$ cat src/hdl/gf2xb_pkg.sv
// ----------------------------------------------------------------------------
// gf2xb_pkg
// Shared constants and types of the GF(2) xor basis insert block.
// ----------------------------------------------------------------------------
package gf2xb_pkg;

  // vector geometry
  localparam int VectorWidth   = 64;
  localparam int LogicalPivots = 4;
  localparam int PosW          = $clog2(VectorWidth);

  // fixed field widths of the stream ports
  localparam int InDataW  = 64;
  localparam int PosOutW  = 6;
  localparam int RankW    = 3;
  localparam int OutDataW = 16;
  localparam int OutUsedW = 2 + PosOutW + RankW;

  // rank saturates at the top of its field
  localparam logic [RankW-1:0] RankMax = '1;

  // configuration port
  localparam int ApbDataW = 32;
  localparam int ApbAddrW = 3;
  localparam logic [0:0] RegRankLimit = 1'b0;
  localparam logic [RankW-1:0] RankLimitReset = 3'd2;

  // action codes carried on the input tuser
  localparam logic ActInsert = 1'b0;
  localparam logic ActClear  = 1'b1;

  // one result item
  typedef struct packed {
    logic [RankW-1:0]   count;
    logic [PosOutW-1:0] position;
    logic               new_pivot;
    logic               accepted;
  } result_t;

endpackage

$ cat src/hdl/gf2_xor_basis_insert.sv
// ----------------------------------------------------------------------------
// gf2_xor_basis_insert
// Incremental GF(2) row-echelon basis, one pivot row per leading-bit position.
// ----------------------------------------------------------------------------
// sequence: a clear item's result passes through the done state into the output
//   register; an insert walks the bit positions from the top down, one position
//   per cycle, through a single xor and row-memory read port, and its result
//   passes the same way, later while the previous result item still waits
// flow: one item at a time, a new one is taken only in the idle state
// reset: valid bits, rank and output register clear at once; limit register is 2
module gf2_xor_basis_insert import gf2xb_pkg::*; (
  input  logic                clk_i,
  input  logic                rst_ni,
  // input stream
  input  logic                s_axis_tvalid,
  output logic                s_axis_tready,
  input  logic [InDataW-1:0]  s_axis_tdata,   // [63:0] vector_in
  input  logic                s_axis_tuser,   // [0] action
  // result stream
  output logic                m_axis_tvalid,
  input  logic                m_axis_tready,
  output logic [OutDataW-1:0] m_axis_tdata,   // [0] accepted, [1] new_pivot,
                                              // [7:2] pivot_position,
                                              // [10:8] logical_count, rest 0
  // configuration port
  input  logic                psel,
  input  logic                penable,
  input  logic                pwrite,
  input  logic [ApbAddrW-1:0] paddr,
  input  logic [ApbDataW-1:0] pwdata,
  output logic [ApbDataW-1:0] prdata,
  output logic                pready
);

  typedef enum logic [1:0] {StIdle, StScan, StDone} state_e;

  state_e                 state_q;
  logic [PosW-1:0]        pos_q;
  logic [VectorWidth-1:0] vec_q;
  logic [VectorWidth-1:0] valid_q;
  logic [RankW-1:0]       rank_q;
  logic [RankW-1:0]       limit_q;
  result_t                res_q;
  result_t                out_q;
  logic                   out_valid_q;

  // row memory
  logic [VectorWidth-1:0] rows_mem [VectorWidth];
  logic [VectorWidth-1:0] rd_q;
  logic [PosW-1:0]        rd_addr;
  logic                   mem_we;

  logic             s_acc, m_acc, cfg_wr, out_free;
  logic             bit_set, have_row, store, last_pos, in_logical;
  logic [RankW-1:0] rank_nxt;

  // handshakes
  assign s_axis_tready = (state_q == StIdle);
  assign s_acc    = s_axis_tvalid && s_axis_tready;
  assign m_acc    = m_axis_tvalid && m_axis_tready;
  assign out_free = !out_valid_q || m_axis_tready;

  // configuration access
  assign pready = 1'b1;
  assign cfg_wr = psel && penable && pwrite && pready;
  assign prdata = (paddr[ApbAddrW-1:2] == RegRankLimit) ?
                  ApbDataW'(limit_q) : '0;

  // decision on the current bit position
  assign bit_set    = vec_q[pos_q];
  assign have_row   = valid_q[pos_q];
  assign store      = bit_set && !have_row;
  assign last_pos   = (pos_q == '0);
  assign in_logical = int'(pos_q) < LogicalPivots;
  assign rank_nxt   = (in_logical && rank_q != RankMax) ? rank_q + 1'b1 : rank_q;

  // prefetch the row one position ahead of the scan
  assign rd_addr = (state_q == StScan) ? pos_q - 1'b1 : PosW'(VectorWidth - 1);
  assign mem_we  = (state_q == StScan) && store;

  always_ff @(posedge clk_i) begin
    if (mem_we) begin
      rows_mem[pos_q] <= vec_q;
    end
    rd_q <= rows_mem[rd_addr];
  end

  // sequencer, basis state and output register
  always_ff @(posedge clk_i or negedge rst_ni) begin
    if (!rst_ni) begin
      state_q     <= StIdle;
      pos_q       <= '0;
      vec_q       <= '0;
      valid_q     <= '0;
      rank_q      <= '0;
      limit_q     <= RankLimitReset;
      res_q       <= '0;
      out_q       <= '0;
      out_valid_q <= 1'b0;
    end else begin
      if (cfg_wr && paddr[ApbAddrW-1:2] == RegRankLimit) begin
        limit_q <= pwdata[RankW-1:0];
      end
      // in the done state a taken result is replaced by the next one below
      if (m_acc && state_q != StDone) begin
        out_valid_q <= 1'b0;
      end
      unique case (state_q)
        StIdle: begin
          if (s_acc) begin
            if (s_axis_tuser == ActClear) begin
              valid_q <= '0;
              rank_q  <= '0;
              res_q   <= '{count: '0, position: '0, new_pivot: 1'b0, accepted: 1'b1};
              state_q <= StDone;
            end else begin
              vec_q   <= s_axis_tdata[VectorWidth-1:0];
              pos_q   <= PosW'(VectorWidth - 1);
              state_q <= StScan;
            end
          end
        end
        StScan: begin
          if (bit_set && have_row) begin
            vec_q <= vec_q ^ rd_q;
          end
          if (store) begin
            valid_q[pos_q] <= 1'b1;
            rank_q         <= rank_nxt;
            res_q          <= '{count: rank_nxt, position: PosOutW'(pos_q),
                                new_pivot: 1'b1, accepted: (rank_nxt <= limit_q)};
            state_q        <= StDone;
          end else if (last_pos) begin
            res_q   <= '{count: rank_q, position: '0, new_pivot: 1'b0, accepted: 1'b1};
            state_q <= StDone;
          end else begin
            pos_q <= pos_q - 1'b1;
          end
        end
        StDone: begin
          if (out_free) begin
            out_q       <= res_q;
            out_valid_q <= 1'b1;
            state_q     <= StIdle;
          end
        end
        default: state_q <= StIdle;
      endcase
    end
  end

  assign m_axis_tvalid = out_valid_q;
  assign m_axis_tdata  = {(OutDataW - OutUsedW)'(0), out_q};

endmodule

$ cat config.mk
export PLATFORM = sky130hd
export DESIGN_NAME = gf2_xor_basis_insert
export DESIGN_NICKNAME = d
export VERILOG_FILES = /design/src/hdl/gf2xb_pkg.sv /design/src/hdl/gf2_xor_basis_insert.sv
export SDC_FILE = /design/constraint.sdc
export NUM_CORES = 2
export LEC_CHECK = 0
export BUFFER_PORTS_ARGS = -buffer_cell sky130_fd_sc_hd__clkbuf_2
export CORE_ASPECT_RATIO = 1.5
export CORE_MARGIN = 8
export CORE_UTILIZATION = 35
export DETAILED_ROUTE_END_ITERATION = 6
export PLACE_DENSITY = 0.57
export SYNTH_ARGS = -nofsm -noshare
export SYNTH_HDL_FRONTEND = slang
export SYNTH_SLANG_ARGS = --single-unit
$ cat constraint.sdc
create_clock -name clk_i -period 7.8 [get_ports clk_i]
set_input_delay 1.17 -clock clk_i [delete_from_list [all_inputs] [get_ports clk_i]]
set_output_delay 1.17 -clock clk_i [all_outputs]
set_load 0.02 [all_outputs]
### Word level (Yosys, flattened, before mapping)

Memories as Yosys holds them, arrays and structs flattened. A register that Yosys moved wholly into a read port is not among the register bits.
Cells that the tools add are included.

| cells by class | value |
|---|---|
| add/subtract/negate cells | 2 |
| order comparisons | 4 |
| equal/unequal tests | 13 |
| mux-type cells | 42 |
| bitwise operators | 3 |
| reduce and logical (&&, ||, !) cells | 23 |

Operators by type and width:

| operator | count |
|---|---|
| 2-to-1 mux 64 bit | 6 |
| case mux 64 bit (2 select lines) | 2 |
| OR 64 bit | 1 |
| bitwise XOR 64 bit | 1 |
| 2-to-1 mux 11 bit | 4 |
| 2-to-1 mux 6 bit | 5 |
| case mux 11 bit (2 select lines) | 1 |
| 2-to-1 mux 3 bit | 5 |
| binary-select mux 1 bit (select 6 bit) | 2 |
| inequality test 2 bit (second input constant) | 6 |
| case mux 6 bit (2 select lines) | 1 |
| AND reduction 4 bit | 3 |
| logical AND 1 bit | 11 |
| 2-to-1 mux 2 bit | 5 |
| 2-to-1 mux 1 bit | 8 |
| < comparator 6 x 7 -> 1 bit (second input constant) | 1 |
| demux 1 bit (select 6 bit) | 1 |
| greater-or-equal comparator 6 x 1 -> 1 bit (second input constant) | 1 |
| logical NOT 6 bit | 1 |
| < comparator 6 x 3 -> 1 bit (second input constant) | 1 |
| inequality test 2 x 1 -> 1 bit (second input constant) | 3 |
| inequality test 3 bit (second input constant) | 2 |
| case mux 2 bit (3 select lines) | 1 |
| case mux 3 bit (2 select lines) | 1 |
| 13 further kinds | 14 |

| storage, ports and cells | value |
|---|---|
| flip-flop bits (word level) | 165 |
| memory bits (writable) | 4,096 |
| input bits | 107 |
| memories kept | 1 |

Memories:

| name | depth | bits a word | read ports | clocked after Yosys merged registers in | write ports | RTL line | RTL |
|---|---|---|---|---|---|---|---|
| rows_mem | 64 | 64 | 1 | 1 | 1 | gf2_xor_basis_insert.sv:48 | `logic [VectorWidth-1:0] rows_mem [VectorWidth];` |

### Logic depth before layout (Yosys ltp)

| depth | value |
|---|---|
| depth after elaboration | 7 |
| depth in mapped cells | 19 |

### Worst setup path before layout

No wires, ideal clock.

| timing path | value |
|---|---|
| path type | register -> register |
| from | reg pos_q[0] |
| to | mem rows_mem[33][0] (enable) |
| setup time | 487 ps |
| arrival | 5,254 ps |
| data required time | 7,313 ps |
| slack | 2,060 ps |
| cell stages (with the launch flop) | 15 |
| path buffers | 6 |
| cell sequence | dfrtp_1 > buf_6 > buf_6 > buf_4 > buf_4 > mux2i_1 > a22oi_1 > nand3_1 > o21ai_0 > nor3_1 > and2_1 > buf_2 > nand2_1 > clkbuf_1 > nor2_1 |

| on the way | value |
|---|---|
| longest elaborated chain between the ends | 7 |
| elaborated cells between the ends (all ways) | 9 |
| those cells by class | mux (6); reduce/logical (3) |

RTL lines:

| what | RTL line | RTL |
|---|---|---|
| start, declared | gf2_xor_basis_insert.sv:38 | `logic [PosW-1:0] pos_q;` |
| start signal, assigned | gf2_xor_basis_insert.sv:118 | `pos_q <= PosW'(VectorWidth - 1);` |
| start signal, assigned | gf2_xor_basis_insert.sv:137 | `pos_q <= pos_q - 1'b1;` |
| binary-select mux 1 bit (select 6 bit) | gf2_xor_basis_insert.sv:71 | `assign have_row = valid_q[pos_q];` |
| 2-to-1 mux 1 bit (not written as such) | gf2_xor_basis_insert.sv:71 |  |
| logical NOT 1 bit | gf2_xor_basis_insert.sv:72 | `assign store = bit_set && !have_row;` |
| logical AND 1 bit | gf2_xor_basis_insert.sv:72 |  |
| logical AND 1 bit | gf2_xor_basis_insert.sv:79 | `assign mem_we = (state_q == StScan) && store;` |
| 2-to-1 mux 1 bit | gf2_xor_basis_insert.sv:82 | `if (mem_we) begin` |
| 2-to-1 mux 1 bit (not written as such) | gf2_xor_basis_insert.sv:83 | `rows_mem[pos_q] <= vec_q;` |
| end, declared | gf2_xor_basis_insert.sv:48 |  |

Parallel ways exist; a longest one is shown, timed or not. The select of a mux whose other input is x is not followed.

### Worst setup path after layout

| timing path | value |
|---|---|
| from | reg pos_q[0] |
| to | mem rows_mem[60][58] (enable) |

The elaborated chain is that of the path after synthesis.

==> results by group <==
Run status
  • Outcome: finished with violations
  • Failing checks: DRC

Setup path
  • CP Capture Type: flop
  • Setup CP Type: reg2reg
  • Critical Path RT: ~8400 ps
  • Critical path launch point: pos_q[0]
  • Reg2Reg Setup Slack: about 1800 ps
  • WP data arrival: 6570 ps
  • R2r endpoint: rows_mem[60][58]
  • Worst reg2reg startpoint: pos_q[0]
  • Worst R2R Path Depth: 11
  • Startpoint Class: flop
  • Critical path fanouts, max: 40

Yosys
  • Synth cell count leaders: edfxtp_1, mux4_2, o21ai_0, o22ai_1, o221ai_1
  • Syn_area_per_cell: ~20 um2
  • Share of the synthesized area in the top cell type: between 70% and 80%
  • FF+latch count, synth: about 4300
  • YS warnings: 0
  • Cells after Synth: roughly 8400
  • Sequential fraction of the synthesis area: 77.8%
  • Most numerous cell in the Yosys netlist: edfxtp_1
  • Synth unique cells: 52
  • Leading area contributor after synthesis: edfxtp_1
  • Post-Synthesis Cell Area: ~0.16 mm2
  • Async S/R FF share, synth: between 3 and 4%
  • Post-synth EDFFs: between 4000 and 5000
  • Main synth FF type: edfxtp_1
  • Top cells by area, synth: edfxtp_1, mux4_2, o221ai_1

Timing
  • Final Setup Violations: 0
  • Tcrit/Tclk final: between 70% and 80%
  • Slew Viols, Final: 0
  • Crit path time final: 6020 ps
  • Max Clock Freq: about 170 MHz
  • Pin slew with the least headroom to its limit: ~1300 ps
  • Unrepaired setup endpoints after global routing: no
  • Worst relative slew slack: 11.1%
  • Clock Skew: 71.9 ps
  • Fin. Hold Viols: 0
  • Setup TNS: 0 ps

Hold path
  • Hold WC Path Type: in2async

GRT
  • Initial antenna violation count: 8
  • Tot GR Track Use: a little under a fifth
  • First-pass GRT wire length: 678 mm
  • Largest net degree at the start of global routing: 189
  • Vias in the first global route: a little under 90000
  • Overflow after GRT: 0

Clock network
  • CTS sink cnt: between 4000 and 5000
  • Post-CTS sizing: 0
  • CTS root buf: clkbuf_16
  • Worst-skew pair later-pin latency: ~990 ps
  • CTS tree: done
  • Clock transition at path regs: around 70 ps
  • # H-tree levels: 5
  • Hold buffers post-CTS: 0
  • Clock buffer count from CTS: around 400
  • Deepest clock path buffer count: 4
  • Total setup buffers inserted after CTS: 0

Layout
  • Layout cells sized above 1: 21.3%
  • Layout Area Growth over Synthesis: 13.7%
  • FF/Latch Area: roughly 0.13 mm2
  • Filler cell count: 41700
  • Final nets: 8658
  • Post-layout instance count excluding filler cells: 15100
  • Multi-input logic area: approximately 0.034 mm2

Pwr
  • Overall power: 60.5 mW
  • LEAKAGE: approximately 57 nW
  • Pwr per Cell Area: 322 mW/mm2
  • Peak supply drop: approximately 0.00031 V

Floorplan
  • Die area: between 0.4 and 0.5 mm2
  • I/O Pins: 158
  • Initial Util: between 30% and 40%
  • Row count: 309
  • Placeable Area: ~0.47 mm2
  • Die Height: 857 um
  • Horiz. Die Dim: 577 um

Placement
  • Placed Instances: between 10000 and 15000
  • HPWL after detailed placement: roughly 260 mm
  • Routability cong.: 0.798
  • Buffers on Ports: just over 90

Route
  • DRT Pass-1 Iters: 7
  • Drt first-iter violations: 10300
  • Routed Antenna Nets: 0
  • Via density: between 5 and 6
  • Routed Wire Length: ~500 mm
  • Routed len/inst: roughly 33 um
  • Vias: about 88000
  • Residual DRC: 1

Job
  • # Max-Cap Violations: 0
==> report_power, final <==
group | leakage [nW] | switching, mW | internal, mW
Sequential | 39.1 | 1.51 | 29.1
Combinational | 11.7 | 6.90 | 3.76
Clock | 6.18 | 8.51 | 10.7
==> metrics by stage <==
| step | setup slack [ps] | utilization [%] | area (um2) | hold WS, ps |
|---|---|---|---|---|
| finish | 1780 | 39.8 | 188000 | 159 |
| global route | 1680 | 39.8 | 188000 | 134 |
| CTS | 1980 | 39.8 | 188000 | 127 |
| detailed placement | 2000 | 37.1 | 175000 | 437 |
| global placement | 1970 | 37.1 | 175000 | 429 |
| floorplan | 2060 | - | 165000 | 419 |
==> worst max-delay path by stage <==
stage / slack (ps) / to / depth (start not counted)
global placement: 1970 / rows_mem[59][57] / 11
global route: 1680 / rows_mem[60][59] / 10
detailed placement: 2000 / rows_mem[59][26] / 10
finish: 1780 / rows_mem[60][58] / 11
floorplan: 2060 / rows_mem[33][0] / 14
CTS: 1980 / rows_mem[59][59] / 11
==> worst max-delay path: stages (launching register included) <==
cell and delay, ps:
dfrtp_4 1140, buf_4 490, mux2i_1 230, a22oi_1 110, nand3_1 240, o21ai_0 130
nor3_1 240, buf_4 240, and2_1 880, nand2b_1 830, nor2_4 340, buf_4 650
==> final cells by class <==
class | instances | share of cell area (%)
Inverter | 6 | 0.0160
Tap cell | 6220 | 4.15
Antenna cell | 6 | 0.00800
Clock buffer | 528 | 5.74
Timing Repair Buffer | 410 | 2.30
Clock inverter | 188 | 1.00
Sequential cell | 4325 | 68.5
Multi-Input combinational cell | 3410 | 18.3
==> routing by layer <==
metal	GRT usage [%]	vias up	wire (um)
met2	34.3	3790	255000
met3	2.90	940	32800
li1	-	35800	-
met5	0	-	26
met1	23.2	47000	181000
met4	7.49	4	21800
==> cells in the final DEF (no fill, tap or decap), drive strengths merged, types with 38 or more instances in the layout <==
master / instances
dfrtp: 164
dfxtp: 64
clkbuf: 618
nor2: 138
o21ai: 559
a211oi: 179
o22ai: 491
a311oi: 86
nor2b: 38
clkinv: 132
nand2: 316
mux4: 753
mux2i: 51
a31oi: 87
edfxtp: 4096
and2: 58
buf: 320
o221ai: 490
==> cell families (layout without fill, tap and decap cells) <==
family | count (synthesis) | in the layout | synth area share, %
adders and majority gates | 7 | 7 | 0.0531
AOI/OAI and AO/OA | 1931 | 1931 | 7.95
DFF | 4325 | 4325 | 77.8
xor gates and xnor gates | 5 | 5 | 0.0265
and+or+nand+nor | 609 | 609 | 1.61
other | 2 | 41 | 0.00455
buffers and inverters | 677 | 1132 | 1.78
muxes | 823 | 823 | 10.7
==> state kept, by name (all words and copies together) (netlist names) <==
signal,flops
rows_mem,4096
res_q,11
rank_q,3
m_axis_tvalid,1
rd_q,64
pos_q,6
limit_q,3
vec_q,64
state_q,2
valid_q,64
m_axis_tdata,11
(Power assumes the default switching activity.)
